==> src/rtl/wfs_pkg.sv <==
// Shared types, constants and register map of the wall-following steering block.
package wfs_pkg;

    // Controller constants.
    localparam int MAX_SAMPLES        = 4096;
    localparam int SAFETY_DISTANCE_MM = 1000;
    localparam int FORWARD_SPEED_MMPS = 400;
    localparam int TURN_RATE_MRADPS   = 250;

    // Depth of the result queue at the output.
    localparam int OUT_DEPTH = 16;

    localparam logic [11:0] COUNT_MAX =
        12'((MAX_SAMPLES - 1 < 4095) ? MAX_SAMPLES - 1 : 4095);

    localparam logic [16:0] SAFE_NEAR_MM = 17'(SAFETY_DISTANCE_MM);
    localparam logic [16:0] SAFE_FAR_MM  = 17'(2 * SAFETY_DISTANCE_MM);

    localparam logic [8:0] SPEED_FULL =
        9'((FORWARD_SPEED_MMPS > 511) ? 511 : FORWARD_SPEED_MMPS);
    localparam logic [8:0] SPEED_QUARTER =
        9'((FORWARD_SPEED_MMPS / 4 > 511) ? 511 : FORWARD_SPEED_MMPS / 4);
    localparam logic signed [15:0] TURN_RATE = 16'(TURN_RATE_MRADPS);

    // The divide by 256000 is a shift by 11 and a divide by 125.
    localparam int RATE_SHIFT   = 11;
    localparam int RATE_ODD_DIV = 125;
    localparam int RECIP_SHIFT  = 30;
    localparam logic [23:0] RECIP_ODD =
        24'(((64'd1 << RECIP_SHIFT) + RATE_ODD_DIV - 1) / RATE_ODD_DIV);
    localparam logic signed [35:0] SAT_SPAN = 36'(32768 * RATE_ODD_DIV);
    localparam logic signed [10:0] PD_SCALE = 11'sd1000;

    localparam logic signed [15:0] RATE_MAX = 16'sh7FFF;
    localparam logic signed [15:0] RATE_MIN = 16'sh8000;

    // Configuration port.
    localparam int CFG_IDX_W  = 3;
    localparam int CFG_DATA_W = 23;

    typedef enum logic [CFG_IDX_W-1:0] {
        REG_SCAN_LENGTH   = 3'd0,
        REG_ANGLE_MIN     = 3'd1,
        REG_ANGLE_STEP    = 3'd2,
        REG_TARGET_DIST   = 3'd3,
        REG_TARGET_ANGLE  = 3'd4,
        REG_GAIN_P        = 3'd5,
        REG_GAIN_D        = 3'd6,
        REG_GAIN_ANGLE    = 3'd7
    } t_reg_idx;

    typedef struct packed {
        logic [12:0]        scan_length;
        logic signed [22:0] angle_min_urad;
        logic [15:0]        angle_step_urad;
        logic [15:0]        target_distance_mm;
        logic signed [22:0] target_angle_urad;
        logic [15:0]        gain_p;
        logic [15:0]        gain_d;
        logic [15:0]        gain_angle;
    } t_cfg;

    localparam t_cfg CFG_RESET = '{
        scan_length:        13'd640,
        angle_min_urad:     -23'sd521000,
        angle_step_urad:    16'd1637,
        target_distance_mm: 16'd1500,
        target_angle_urad:  -23'sd480000,
        gain_p:             16'd77,
        gain_d:             16'd64,
        gain_angle:         16'd102
    };

    typedef struct packed {
        logic [15:0] range_mm;
        logic        invalid;
        logic        last;
    } t_in_word;

    typedef struct packed {
        logic [8:0]         linear_speed_mmps;
        logic signed [15:0] angular_rate_mradps;
    } t_out_word;

    // Errors of one finished scan, handed from the scan tracker to the control law.
    typedef struct packed {
        logic               valid;
        logic signed [16:0] dist_err;
        logic signed [17:0] dist_delta;
        logic [11:0]        near_idx;
        logic               turn;
        logic [8:0]         speed;
    } t_err_word;

endpackage

==> src/rtl/wfs_scan.sv <==
// Per-sample scan tracking: nearest point, front distance and error terms.
module wfs_scan (
    input  logic               i_clk,
    input  logic               i_rst_n,
    input  logic               i_in_valid,
    input  wfs_pkg::t_in_word  i_in_word,
    input  wfs_pkg::t_cfg      i_cfg,
    output wfs_pkg::t_err_word o_err
);
    import wfs_pkg::*;

    logic               r_in_valid;
    t_in_word           r_in;
    logic [11:0]        r_count, n_count;
    logic [15:0]        r_near_range, n_near_range;
    logic [11:0]        r_near_idx, n_near_idx;
    logic               r_near_found, n_near_found;
    logic [15:0]        r_front, n_front;
    logic signed [16:0] r_prev_err, n_prev_err;
    t_err_word          r_err, n_err;

    logic [11:0]        half;
    logic signed [16:0] dist_err;
    logic signed [17:0] dist_delta;

    assign half = i_cfg.scan_length[12:1];

    always_comb begin
        n_count      = r_count;
        n_near_range = r_near_range;
        n_near_idx   = r_near_idx;
        n_near_found = r_near_found;
        n_front      = r_front;
        n_prev_err   = r_prev_err;

        if (r_in_valid) begin
            if (r_count < half) begin
                if (!r_in.invalid) begin
                    if (!r_near_found) begin
                        n_near_found = 1'b1;
                        n_near_range = r_in.range_mm;
                        n_near_idx   = r_count;
                    end else if (r_in.range_mm != 16'd0 && r_in.range_mm < r_near_range) begin
                        n_near_range = r_in.range_mm;
                        n_near_idx   = r_count;
                    end
                end
            end else if (r_count == half) begin
                if (!r_in.invalid) begin
                    n_front = r_in.range_mm;
                end
                if (!r_near_found) begin
                    n_near_idx = half;
                    if (!r_in.invalid) begin
                        n_near_range = r_in.range_mm;
                    end
                end
            end

            if (r_in.last) begin
                n_count      = '0;
                n_near_found = 1'b0;
            end else if (r_count < COUNT_MAX) begin
                n_count = r_count + 12'd1;
            end
        end

        dist_err   = $signed({1'b0, n_near_range}) - $signed({1'b0, i_cfg.target_distance_mm});
        dist_delta = $signed({dist_err[16], dist_err}) - $signed({r_prev_err[16], r_prev_err});

        if (r_in_valid && r_in.last) begin
            n_prev_err = dist_err;
        end

        n_err.valid      = r_in_valid && r_in.last;
        n_err.dist_err   = dist_err;
        n_err.dist_delta = dist_delta;
        n_err.near_idx   = n_near_idx;
        n_err.turn       = {1'b0, n_front} < SAFE_NEAR_MM;
        if ({1'b0, n_front} < SAFE_NEAR_MM) begin
            n_err.speed = '0;
        end else if ({1'b0, n_front} < SAFE_FAR_MM) begin
            n_err.speed = SPEED_QUARTER;
        end else begin
            n_err.speed = SPEED_FULL;
        end
    end

    always_ff @(posedge i_clk) begin
        r_in <= i_in_word;
        if (!i_rst_n) begin
            r_in_valid   <= 1'b0;
            r_count      <= '0;
            r_near_range <= '0;
            r_near_idx   <= '0;
            r_near_found <= 1'b0;
            r_front      <= '0;
            r_prev_err   <= '0;
            r_err        <= '0;
        end else begin
            r_in_valid   <= i_in_valid;
            r_count      <= n_count;
            r_near_range <= n_near_range;
            r_near_idx   <= n_near_idx;
            r_near_found <= n_near_found;
            r_front      <= n_front;
            r_prev_err   <= n_prev_err;
            r_err        <= n_err;
        end
    end

    assign o_err = r_err;

endmodule

==> config.mk <==
export PLATFORM = sky130hd
export DESIGN_NAME = wfs_scan
export DESIGN_NICKNAME = d
export VERILOG_FILES = /design/src/rtl/wfs_pkg.sv /design/src/rtl/wfs_scan.sv
export SDC_FILE = /design/constraint.sdc
export NUM_CORES = 1
export LEC_CHECK = 0
export ABC_AREA = 1
export CORE_MARGIN = 1
export CORE_UTILIZATION = 40
export CTS_CLUSTER_SIZE = 25
export DETAILED_ROUTE_END_ITERATION = 16
export DONT_BUFFER_PORTS = 1
export PLACE_DENSITY = 0.54
export SLEW_MARGIN = 10
export SYNTH_ARGS = -nofsm -noshare
export SYNTH_HDL_FRONTEND = slang
export SYNTH_SLANG_ARGS = --single-unit
export TNS_END_PERCENT = 50
==> constraint.sdc <==
create_clock -name i_clk -period 12 [get_ports i_clk]
set_input_delay 0.6 -clock i_clk [delete_from_list [all_inputs] [get_ports i_clk]]
set_output_delay 0.6 -clock i_clk [all_outputs]
set_load 0.05 [all_outputs]
==> impl_metrics.tcl <==
set metrics [dict create \
    drc 18 \
    gp_congestion 0.9371 \
    hold_buffers 0 \
    drt_pass1_iterations 12 \
    cts_tree "built" \
    path_clk_slew_ns 0.06 \
    rows 49 \
    yosys_warnings 0 \
    grt_start_max_net_pins 54 \
    vias 6380 \
    endpoint_kind "flip-flop" \
    synth_edf_count 0 \
    cp.required_ns 12.31 \
    n_fill_cell 1917 \
    drive_gt1_share_pct 7.109 \
    ir_worst_vdd_mv 0.1002 \
    insertion_delay_ns 0.42 \
    max_freq_ghz 0.1629 \
    worstSetupPathType "flip-flop to flip-flop" \
    setup_viol 0 \
    crit-reg2reg-launch "r_count[10]" \
    worstHoldPathCells 0 \
    ctsResizeCount 0 \
    area_growth_pct 9.102 \
    ys_ff_latch 129 \
    drt_wl_total_um 18030 \
    fin_nets 1265 \
    antenna_found_initial 0 \
    start_util_pct 41.12 \
    report.final.slew_viol_count 0 \
    cts_sinks 129 \
    final-hold-violation-count 0 \
    synth_area_um2 7437 \
    whs_ns 0.1999 \
    regArea_um2 2582 \
    hpwlAfterDp_um 13200 \
    yosys-top-cells-count "nand2_1, inv_1, dfxtp_1" \
    grt_pass1_vias 5874 \
    synth_area_per_cell_um2 7.029 \
    crit_arrival_ns 6.45 \
    coreArea_um2 18090 \
    worstRegToRegCells 28 \
    cp_common_cell "nand2_1" \
    die_h_um 138.4 \
    synth_area_leaders "dfxtp_1, nand2_1, ha_1" \
    cp_max_fo 29 \
    netlist.area_leader.share_pct 34.72 \
    min_period_ns 6.139 \
    wl_per_cell_um 14.04 \
    port_buffers 0 \
    synthCells 1058 \
    violations "design-rule violations" \
    hold_end "r_in[4]" \
    ys_seq_area_share_pct 34.72 \
    power_density_nw_per_um2 161.9 \
    r2r_slack_ns 5.86 \
    cellLeakagePower_uw 0.003796 \
    ios 218 \
    slew_headroom_pct 40.52 \
    fin_skew_ns 0.007761 \
    post_cts_buffers 0 \
    groute.usage.overall_pct 19.60 \
    die_x_um 138.4 \
    yosys.cell_count.top_type "nand2_1" \
    die_area_um2 19140 \
    num_antenna_cells 0 \
    drtIter0Drc 504 \
    yosys.area.top_type "dfxtp_1" \
    fin_setup_tns_ns 0 \
    clock_tree.root_cell "clkbuf_16" \
    worstMarginPinSlew_ns 0.8889 \
    cpPeakStageDelay_ns 0.67 \
    synth_cell_types 46 \
    clockBufferDepth 2 \
    fin_crit_sh_pct 51.16 \
    htree_levels 4 \
    synthFlopType "dfxtp_1" \
    cp-start-kind "flip-flop" \
    vias_per_cell 4.969 \
    rsz0062_at_grt "false" \
    hold_start "i_in_word[4]" \
    cts_buffers 17 \
    slowest_stage "nand2_1" \
    maxCapViolations 0 \
    grt_overflow 0 \
    hp-class "primary input to flip-flop" \
    async_flop_share_pct 0 \
    status "finished with violations" \
    antenna_left 0 \
    multiInputGateArea_um2 4005 \
    reg2reg_to "o_err[38]" \
    grt_first_pass_wirelength_um 30140 \
]
final cells by class:
type	count	area share, %
multi-input combinational	728	49.36
sequential	129	31.83
inverter	163	7.571
clock buffer	20	5.505
tap	229	3.531
clock inverter	12	1.928
timing repair buffer	3	0.2776
metrics by stage:
| stage | area (um2) | utilization (%) | std cells | power, uW | setup WS [ns] |
|---|---|---|---|---|---|
| 2_1_floorplan | 7445 | - | 1060 | 739.3 | 7.321 |
| 3_3_place_gp | 7511 | 41.53 | 1252 | 790.2 | 5.636 |
| 3_5_place_dp | 7511 | 41.53 | 1252 | 790.7 | 5.648 |
| 4_1_cts | 8114 | 44.86 | 1284 | 1327 | 5.929 |
| 5_1_grt | 8114 | 44.86 | 1284 | 1380 | 5.117 |
| 6_report | 8114 | 44.86 | 1284 | 1314 | 5.861 |
cells by family (layout without fill, tap and decap cells):
kind of cell,Yosys count,in the layout,synth area share (%)
flops,129,129,34.72
simple gates,463,463,26.87
xor+xnor,12,12,1.413
compound gates,187,187,14.62
buf+inv,203,198,11.52
other cells,1,3,0.05042
fa+ha+maj,63,63,10.80
worst max-delay path, delay by kind of cell (launching register included):
| family | cells | cell delay (ns) |
|---|---|---|
| DFF | 1 | 0.35 |
| AOI/OAI and AO/OA | 11 | 2.16 |
| and+or+nand+nor | 12 | 2.43 |
| adders and majority gates | 3 | 0.96 |
| buffers and inverters | 2 | 0.12 |
power by group:
| part | switching [uW] | leakage, uW | internal (uW) |
|---|---|---|---|
| sequential | 104 | 0.00106 | 463 |
| combinational | 141 | 0.00244 | 74.9 |
| clock | 198 | 0.000295 | 333 |
worst max path at each step:
stage                startpoint   endpoint  slack, ns  cells after the start
CTS                 r_count[10]  o_err[38]       5.93                     28
detailed placement   i_cfg[136]  o_err[38]       5.65                     29
global route         r_count[9]  o_err[38]       5.12                     28
finish              r_count[10]  o_err[38]       5.86                     28
floorplan            i_cfg[138]  o_err[37]       7.32                     31
global placement     i_cfg[136]  o_err[38]       5.64                     29
registers in the layout (all words and copies together) (netlist names):
register and count:
r_near_found 1, o_err 51, r_in_valid 1, r_prev_err 17
r_count 12, r_front 13, r_near_range 16, r_in 18
routing by layer:
| layer | global-route usage [%] | wire length, um | vias up |
|---|---|---|---|
| met3 | 4.087 | 904 | 18 |
| li1 | - | - | 3391 |
| met5 | 0 | 0 | - |
| met1 | 27.38 | 9179 | 2820 |
| met4 | 5.855 | 197 | 0 |
| met2 | 30.24 | 7745 | 151 |
cell usage in the layout (no fill, tap or decap), types with 3 or more instances in the layout:
cell type  count
inv_1        153
a211oi_1       3
o21bai_1       3
clkbuf_16     17
nand2_1      246
buf_4          3
o21ai_2        4
o22ai_1       13
clkinv_1       3
xor2_1        10
conb_1         3
clkinv_4       3
inv_2          6
nand4_1       18
o21ai_0       46
dfxtp_1      129
o21ai_1       12
a21oi_1       63
nand3_2        9
nor2_1       105
o21a_1         4
a31oi_1       17
ha_1          61
nor3_1        11
nand3_1       60
a21oi_2       11
bufinv_16      3
a21boi_0       3
clkinv_2       3
nand2_2        4
(Power assumes the default switching activity.)
