`config.mk`:
```
export PLATFORM = sky130hd
export DESIGN_NAME = wfs_fifo
export DESIGN_NICKNAME = d
export VERILOG_FILES = /design/src/rtl/wfs_pkg.sv /design/src/rtl/wfs_fifo.sv
export SDC_FILE = /design/constraint.sdc
export NUM_CORES = 1
export LEC_CHECK = 0
export BUFFER_PORTS_ARGS = -buffer_cell sky130_fd_sc_hd__buf_2
export CAP_MARGIN = 10
export CORE_AREA = 5 5 162 164
export DETAILED_ROUTE_END_ITERATION = 16
export DIE_AREA = 0 0 167 169
export PLACE_DENSITY = 0.83
export SLEW_MARGIN = 5
export SYNTH_ARGS = -nofsm -noshare
export SYNTH_HDL_FRONTEND = slang
export SYNTH_SLANG_ARGS = --single-unit
```
`constraint.sdc`:
```
create_clock -name i_clk -period 4.7 [get_ports i_clk]
set_input_delay 0.235 -clock i_clk [delete_from_list [all_inputs] [get_ports i_clk]]
set_output_delay 0.235 -clock i_clk [all_outputs]
set_load 0.01 [all_outputs]
```
`src/rtl/wfs_pkg.sv`:
```
// Shared types, constants and register map of the wall-following steering block.
package wfs_pkg;

    // Controller constants.
    localparam int MAX_SAMPLES        = 4096;
    localparam int SAFETY_DISTANCE_MM = 1000;
    localparam int FORWARD_SPEED_MMPS = 400;
    localparam int TURN_RATE_MRADPS   = 250;

    // Depth of the result queue at the output.
    localparam int OUT_DEPTH = 16;

    localparam logic [11:0] COUNT_MAX =
        12'((MAX_SAMPLES - 1 < 4095) ? MAX_SAMPLES - 1 : 4095);

    localparam logic [16:0] SAFE_NEAR_MM = 17'(SAFETY_DISTANCE_MM);
    localparam logic [16:0] SAFE_FAR_MM  = 17'(2 * SAFETY_DISTANCE_MM);

    localparam logic [8:0] SPEED_FULL =
        9'((FORWARD_SPEED_MMPS > 511) ? 511 : FORWARD_SPEED_MMPS);
    localparam logic [8:0] SPEED_QUARTER =
        9'((FORWARD_SPEED_MMPS / 4 > 511) ? 511 : FORWARD_SPEED_MMPS / 4);
    localparam logic signed [15:0] TURN_RATE = 16'(TURN_RATE_MRADPS);

    // The divide by 256000 is a shift by 11 and a divide by 125.
    localparam int RATE_SHIFT   = 11;
    localparam int RATE_ODD_DIV = 125;
    localparam int RECIP_SHIFT  = 30;
    localparam logic [23:0] RECIP_ODD =
        24'(((64'd1 << RECIP_SHIFT) + RATE_ODD_DIV - 1) / RATE_ODD_DIV);
    localparam logic signed [35:0] SAT_SPAN = 36'(32768 * RATE_ODD_DIV);
    localparam logic signed [10:0] PD_SCALE = 11'sd1000;

    localparam logic signed [15:0] RATE_MAX = 16'sh7FFF;
    localparam logic signed [15:0] RATE_MIN = 16'sh8000;

    // Configuration port.
    localparam int CFG_IDX_W  = 3;
    localparam int CFG_DATA_W = 23;

    typedef enum logic [CFG_IDX_W-1:0] {
        REG_SCAN_LENGTH   = 3'd0,
        REG_ANGLE_MIN     = 3'd1,
        REG_ANGLE_STEP    = 3'd2,
        REG_TARGET_DIST   = 3'd3,
        REG_TARGET_ANGLE  = 3'd4,
        REG_GAIN_P        = 3'd5,
        REG_GAIN_D        = 3'd6,
        REG_GAIN_ANGLE    = 3'd7
    } t_reg_idx;

    typedef struct packed {
        logic [12:0]        scan_length;
        logic signed [22:0] angle_min_urad;
        logic [15:0]        angle_step_urad;
        logic [15:0]        target_distance_mm;
        logic signed [22:0] target_angle_urad;
        logic [15:0]        gain_p;
        logic [15:0]        gain_d;
        logic [15:0]        gain_angle;
    } t_cfg;

    localparam t_cfg CFG_RESET = '{
        scan_length:        13'd640,
        angle_min_urad:     -23'sd521000,
        angle_step_urad:    16'd1637,
        target_distance_mm: 16'd1500,
        target_angle_urad:  -23'sd480000,
        gain_p:             16'd77,
        gain_d:             16'd64,
        gain_angle:         16'd102
    };

    typedef struct packed {
        logic [15:0] range_mm;
        logic        invalid;
        logic        last;
    } t_in_word;

    typedef struct packed {
        logic [8:0]         linear_speed_mmps;
        logic signed [15:0] angular_rate_mradps;
    } t_out_word;

    // Errors of one finished scan, handed from the scan tracker to the control law.
    typedef struct packed {
        logic               valid;
        logic signed [16:0] dist_err;
        logic signed [17:0] dist_delta;
        logic [11:0]        near_idx;
        logic               turn;
        logic [8:0]         speed;
    } t_err_word;

endpackage

```
`src/rtl/wfs_fifo.sv`:
```
// Result queue between the control law and the output channel.
module wfs_fifo #(
    parameter int DEPTH = wfs_pkg::OUT_DEPTH
) (
    input  logic               i_clk,
    input  logic               i_rst_n,
    input  logic               i_wr,
    input  wfs_pkg::t_out_word i_word,
    output logic               o_valid,
    input  logic               i_ready,
    output wfs_pkg::t_out_word o_word
);
    import wfs_pkg::*;

    localparam int PW = $clog2(DEPTH);
    localparam int CW = $clog2(DEPTH + 1);

    t_out_word       r_mem [DEPTH];
    logic [PW-1:0]   r_wr, r_rd;
    logic [CW-1:0]   r_count;
    logic            rd;

    assign o_valid = r_count != '0;
    assign o_word  = r_mem[r_rd];
    assign rd      = o_valid && i_ready;

    always_ff @(posedge i_clk) begin
        if (i_wr) begin
            r_mem[r_wr] <= i_word;
        end
    end

    always_ff @(posedge i_clk) begin
        if (!i_rst_n) begin
            r_wr    <= '0;
            r_rd    <= '0;
            r_count <= '0;
        end else begin
            if (i_wr) begin
                r_wr <= (r_wr == PW'(DEPTH - 1)) ? '0 : r_wr + PW'(1);
            end
            if (rd) begin
                r_rd <= (r_rd == PW'(DEPTH - 1)) ? '0 : r_rd + PW'(1);
            end
            r_count <= r_count + CW'(i_wr) - CW'(rd);
        end
    end

endmodule

```
==> impl_metrics.ini, run 1 <==
[yosys]
yosysWarnings = 0
synth-seq-cells = 417
synth_flop_cell = edfxtp_1
yosys.cell_types.count = 34
async_flop_share_pct = 0
seq_area_frac_synth_pct = 77.7
syn_area_um2 = 15900
synth_edf_count = 400
postSynthAreaPerCell_um2 = 22.1
syn-num-nets = 760
netlist_instances = 719

[cts]
clk_latency_ns = 0.54
cts_made_buffers = 41
htree_num_levels = 2
cts.sinks = 417
post_cts_resized = 0
cts_hold_buf = 0
clk_pin_slew_ns = 0.06
post_cts_buffers = 0
cts_root_buffer = clkbuf_16
clockBufferDepth = 3
tritoncts = yes

[layout]
area_delta_synth_final_pct = 12.8
drive_gt1_share_pct = 28.8
postLayoutCoreUtil_pct = 72.4
n_fill_cell = 1334
seqCellArea_um2 = 12400
final_common_cell = edfxtp_1
layout.nets = 842
multiInputGateArea_um2 = 3330
most-common-layout-cells = edfxtp_1 (400), mux4_2 (100), buf_2 (54), a22oi_1 (50), clkbuf_16 (43)
antenna-diode-count = 0

[die]
die_h_um = 169
ios = 55
dieArea_um2 = 28200
die_w_um = 167
core_area_um2 = 24700
start_util_pct = 64.2
core.rowCount = 58

[timing]
tns_ns = 0
slew_violations = 0
fin_crit_sh_pct = 72.4
clock_skew_ns = 0.0186
period_needed_ns = 3.40
hold_violations = 0
relSlewSlack_pct = 34.4
max_freq_ghz = 0.294
setup_viol = 0
rsz0062_at_grt = no
tightest_slew_ns = 0.983

[drt]
viasPerCell = 6.81
drtIter0Drc = 909
ant_nets = 0
wl_per_cell_um = 30.4
post-route-drc-count = 0
first_pass_iters = 5
routed_wl_um = 35300
route.vias.total = 7898

[power_and_ir_drop]
leakage_nw = 5.75
ir_drop_uv = 334
p_per_area_nw_per_um2 = 480

[critical_path]
cp-end-kind = output pin
critPathLaunchType = flip-flop
arrival_ns = 3.17
reg2reg_depth = 14
path_class = flip-flop to output pin
required_ns = 4.47
cp_max_fo = 46

[placement]
gp_congestion = 0.754
port_buffers = 54
place_hpwl_um = 17900

[global_route]
grt_pass1_wl_um = 52700
antenna_found_initial = 1
grt_use_total_pct = 25.6
grt_max_degree = 47
grt_pass1_vias = 8339
grt-ovfl-total = 0

[run_status]
status = completed

[run]
maxCapViolations = 0

[hold_path]
holdCritPathClass = primary input to flip-flop
hold_depth = 3
-- stage by stage --
step	instances	power (mW)	setup WS, ns	hold WS (ns)	instance area, µm²
after floorplan	719	5.10	1.90	0.334	15900
after global placement	1088	5.32	1.86	0.504	16600
after detailed placement	1088	5.38	1.66	0.513	16600
after CTS	1160	8.64	1.25	0.0328	17900
after global routing	1160	8.93	1.07	0.0611	17900
final	1160	8.60	1.30	0.0414	17900
-- path summary, 6_finish.rpt --
| check | from | endpoint | slack, ns |
|---|---|---|---|
| min | i_ready | flip-flop | 0.04 |
| max | flip-flop | o_word[1] | 1.30 |
| min reg2reg | r_rd[1] | flip-flop | 0.53 |
| max reg2reg | r_count[3] | r_count[4] | 1.67 |
-- Yosys cell counts, types with 5 or more instances --
master    instances  area share, %
a22oi_1          50            2.4
and2_1           22           0.87
buf_1             5           0.12
buf_4             5           0.24
buf_6             5           0.35
clkbuf_1         18           0.43
dfxtp_1          17            2.1
edfxtp_1        400             76
ha_1             11           0.87
inv_1            11           0.26
mux4_2          100             14
nand2_1          30           0.71
nand3_1           5           0.16
-- report_power, final --
group          switching, mW  total, mW  internal [mW]  leakage [nW]
sequential             0.126       4.26           4.14          3.75
combinational          0.494       1.05          0.560          1.34
clock                   1.35       3.29           1.94         0.659
-- flip-flops by register name, indices dropped and copies added (netlist names), named ones only --
| register | cells |
|---|---|
| r_count | 5 |
| r_mem | 400 |
| r_rd | 4 |
| r_wr | 4 |
-- final cells by class --
cell class / instances / area share [%]
multi-input cells: 255 / 18.6
repair buffers: 75 / 2.46
well taps: 330 / 2.30
inverters: 11 / 0.230
flip-flops and latches: 417 / 69.0
clock buffers: 49 / 6.13
clock inverters: 23 / 1.35
-- critical path, stage by stage (launching register included) --
cell	delay, ns
dfxtp_4	0.99
buf_12	0.39
mux4_2	0.56
a22oi_1	0.31
nand2_1	0.14
buf_2	0.16
-- routing by layer --
layer | global-route usage [%] | up-vias | wire (µm) | share of wire, %
met5 | 0 | - | 11 | 0.031
met4 | 9.57 | 2 | 1390 | 3.9
met3 | 5.00 | 116 | 2960 | 8.4
met2 | 43.3 | 504 | 18100 | 51
met1 | 33.7 | 4116 | 12800 | 36
li1 | - | 3160 | - | -
-- cell families (layout without fill, tap and decap cells) --
family,after synthesis,in the layout,share of synthesized area [%]
DFF,417,417,77.7
buffers and inverters,47,158,1.49
adders and majority gates,12,12,0.992
xor gates and xnor gates,4,4,0.220
AOI/OAI and AO/OA,64,64,2.91
and+or+nand+nor,74,74,2.44
muxes,101,101,14.2
Power figures use the tool's default switching activity.
==> inputs of run 2 (changes only) <==
--- a/config.mk
+++ b/config.mk
@@ -5,12 +5,13 @@
 export SDC_FILE = /design/constraint.sdc
 export NUM_CORES = 1
 export LEC_CHECK = 0
+export ABC_AREA = 1
 export BUFFER_PORTS_ARGS = -buffer_cell sky130_fd_sc_hd__buf_2
 export CAP_MARGIN = 10
-export CORE_AREA = 5 5 162 164
+export CORE_AREA = 5 5 177 179
 export DETAILED_ROUTE_END_ITERATION = 16
-export DIE_AREA = 0 0 167 169
-export PLACE_DENSITY = 0.83
+export DIE_AREA = 0 0 182 184
+export PLACE_DENSITY = 0.79
 export SLEW_MARGIN = 5
 export SYNTH_ARGS = -nofsm -noshare
 export SYNTH_HDL_FRONTEND = slang
==> constraint.sdc (replaced) <==
create_clock -name i_clk -period 3.5 [get_ports i_clk]
set_input_delay 0.175 -clock i_clk [delete_from_list [all_inputs] [get_ports i_clk]]
set_output_delay 0.175 -clock i_clk [all_outputs]
set_load 0.01 [all_outputs]
==> impl_metrics.ini, run 2 <==
[layout]
reg_top3 = r_mem: 400 flops, r_count: 5 flops
drive_gt1_share_pct = 8.84
final_common_cell = nand2_1
final-instance-count-excl-fill = 2214
layout.nets = 1834
largest_reg_flops = 400
largest_register = r_mem
area_delta_synth_final_pct = 10.6
most-common-layout-cells = nand2_1 (553), edfxtp_1 (400), inv_1 (322), nand3_1 (304), buf_2 (54)

[drt]
ant_nets = 0
route.vias.total = 12300
viasPerCell = 5.53
first_pass_iters = 5
post-route-drc-count = 0
drtIter0Drc = 1403
wl_per_cell_um = 19.2
routed_wl_um = 42500

[yosys]
synth_edf_count = 400
synth.largest_area_cell = edfxtp_1
seq_area_frac_synth_pct = 68.3
yosysWarnings = 0
synth.top_cell.area_share_pct = 66.5
yosys.cell_types.count = 19
synth-seq-cells = 417
netlist_instances = 1743
async_flop_share_pct = 0
synth_area_leaders = edfxtp_1 (66%), nand2_1 (11%), nand3_1 (8.4%)
syn_area_um2 = 18100
syn-num-nets = 1784
synth_flop_cell = edfxtp_1
synth_top_cells_by_count = nand2_1 (553), edfxtp_1 (400), inv_1 (324)
yosysMostFrequentCell = nand2_1
postSynthAreaPerCell_um2 = 10.4

[run_status]
status = completed

[critical_path]
reg2reg_depth = 16
cp_max_fo = 200
critPathLaunchType = flip-flop
cp-end-kind = output pin
rr_startpoint = r_count[2]
arrival_ns = 2.52
required_ns = 3.32
path_class = flip-flop to output pin

[hold_path]
hold_depth = 1
holdCritPathClass = primary input to flip-flop
worstHoldStart = i_word[16]

[global_route]
antenna_found_initial = 7
grt_pass1_wl_um = 65300
grt_use_total_pct = 25.2
grt_max_degree = 201
grt_pass1_vias = 11800
grt-ovfl-total = 0

[timing]
hold-worst-slack_ns = 0.0182
period_needed_ns = 2.70
relSlewSlack_pct = 34.4
rsz0062_at_grt = no
setup_viol = 0
max_freq_ghz = 0.371
setup_slack_ns = 0.804
fin_crit_sh_pct = 77.0
tightest_slew_ns = 0.983
clock_skew_ns = 0.0167
tns_ns = 0
hold_violations = 0
slew_violations = 0

[die]
start_util_pct = 61.5
core.rowCount = 63
ios = 55
die_h_um = 184
dieArea_um2 = 33500
core_area_um2 = 29400
die_w_um = 182

[power_and_ir_drop]
ir_drop_uv = 457
p_int_mw = 8.65
seq_power_share_pct = 46.2
total_power_mw = 12.2
comb_power_share_pct = 20.4
leakage_nw = 8.57
p_sw_share_pct = 28.9
p_sw_mw = 3.51
p_per_area_nw_per_um2 = 608
clockPowerShare_pct = 33.4

[cts]
htree_num_levels = 2
cts.sinks = 417
post_cts_resized = 0
post_cts_buffers = 0
cts_root_buffer = clkbuf_16
clk_pin_slew_ns = 0.06
clockBufferDepth = 3
cts_hold_buf = 2
cts_made_buffers = 41
tritoncts = yes
clk_latency_ns = 0.53

[placement]
port_buffers = 54
place_hpwl_um = 22100
post-place-cells = 2138
place_ws_ns = 0.935
gp_congestion = 0.784

[run]
maxCapViolations = 0
## run 2: changes by cell type after synthesis, sizes merged, moves of 4 or more
cell,change
buf,+52
inv,+315
and2,-22
a21oi,+6
mux4,-100
nor2b,-4
nor2,+26
a21boi,-4
nand3,+299
a22oi,-50
clkbuf,-5
nand2,+523
## run 2: worst paths after layout
kind                       end  slack [ns]
setup / recovery     o_word[0]        0.80
hold reg to reg      flip-flop        0.54
setup reg to reg    r_count[4]        0.87
hold / removal    r_mem[9][16]        0.02
## run 2: power groups by stage
stage / combinational (mW) / clock [mW] / sequential, mW
floorplan: 1.80 / 0 / 5.70
finish: 2.48 / 4.06 / 5.62
global route: 2.75 / 4.34 / 5.62
detailed placement: 2.44 / 0 / 5.72
CTS: 2.48 / 4.10 / 5.62
global placement: 2.38 / 0 / 5.72
## run 2: final cells by class
type | instances | area (µm²)
sequential | 417 | 12400
multi-input combinational | 917 | 4090
fill | 2057 | 9410
clock inverter | 22 | 124
antenna | 2 | 5.00
timing repair buffer | 90 | 596
tap | 390 | 488
inverter | 326 | 1230
clock buffer | 50 | 1100
## run 2: metrics by stage
stage               util, %  area [µm²]
finish                 68.0       20000
global route           68.0       20000
CTS                    68.0       20000
detailed placement     63.8       18700
global placement       63.8       18700
floorplan                 -       18100
## run 2: critical path, cell delays in order, from the launching register on
cell and delay [ns]:
dfxtp_4 0.38, buf_12 0.60, nand2_1 0.14, nand3_1 0.14, nand3_1 0.12, nand3_1 0.15, nand2_1 0.14, buf_2 0.18
## run 2: logic make-up (layout without fill, tap and decap cells)
kind of cell / after synthesis / in the layout / synth area share (%)
and+or+nand+nor: 888 / 888 / 20.6
DFF: 417 / 417 / 68.3
buffers and inverters: 409 / 488 / 9.67
AOI/OAI and AO/OA: 14 / 14 / 0.388
adders and majority gates: 12 / 12 / 0.872
xor gates and xnor gates: 3 / 3 / 0.145
other: 0 / 2 / 0
## run 2: metal layers
metal | track usage (%) | wire length [µm] | share of wire [%] | vias up
met2 | 43.8 | 21500 | 51 | 664
li1 | - | - | - | 5707
met1 | 32.4 | 15700 | 37 | 5758
met3 | 4.06 | 3890 | 9.2 | 118
met5 | 0 | 23 | 0.054 | -
met4 | 9.19 | 1330 | 3.1 | 4
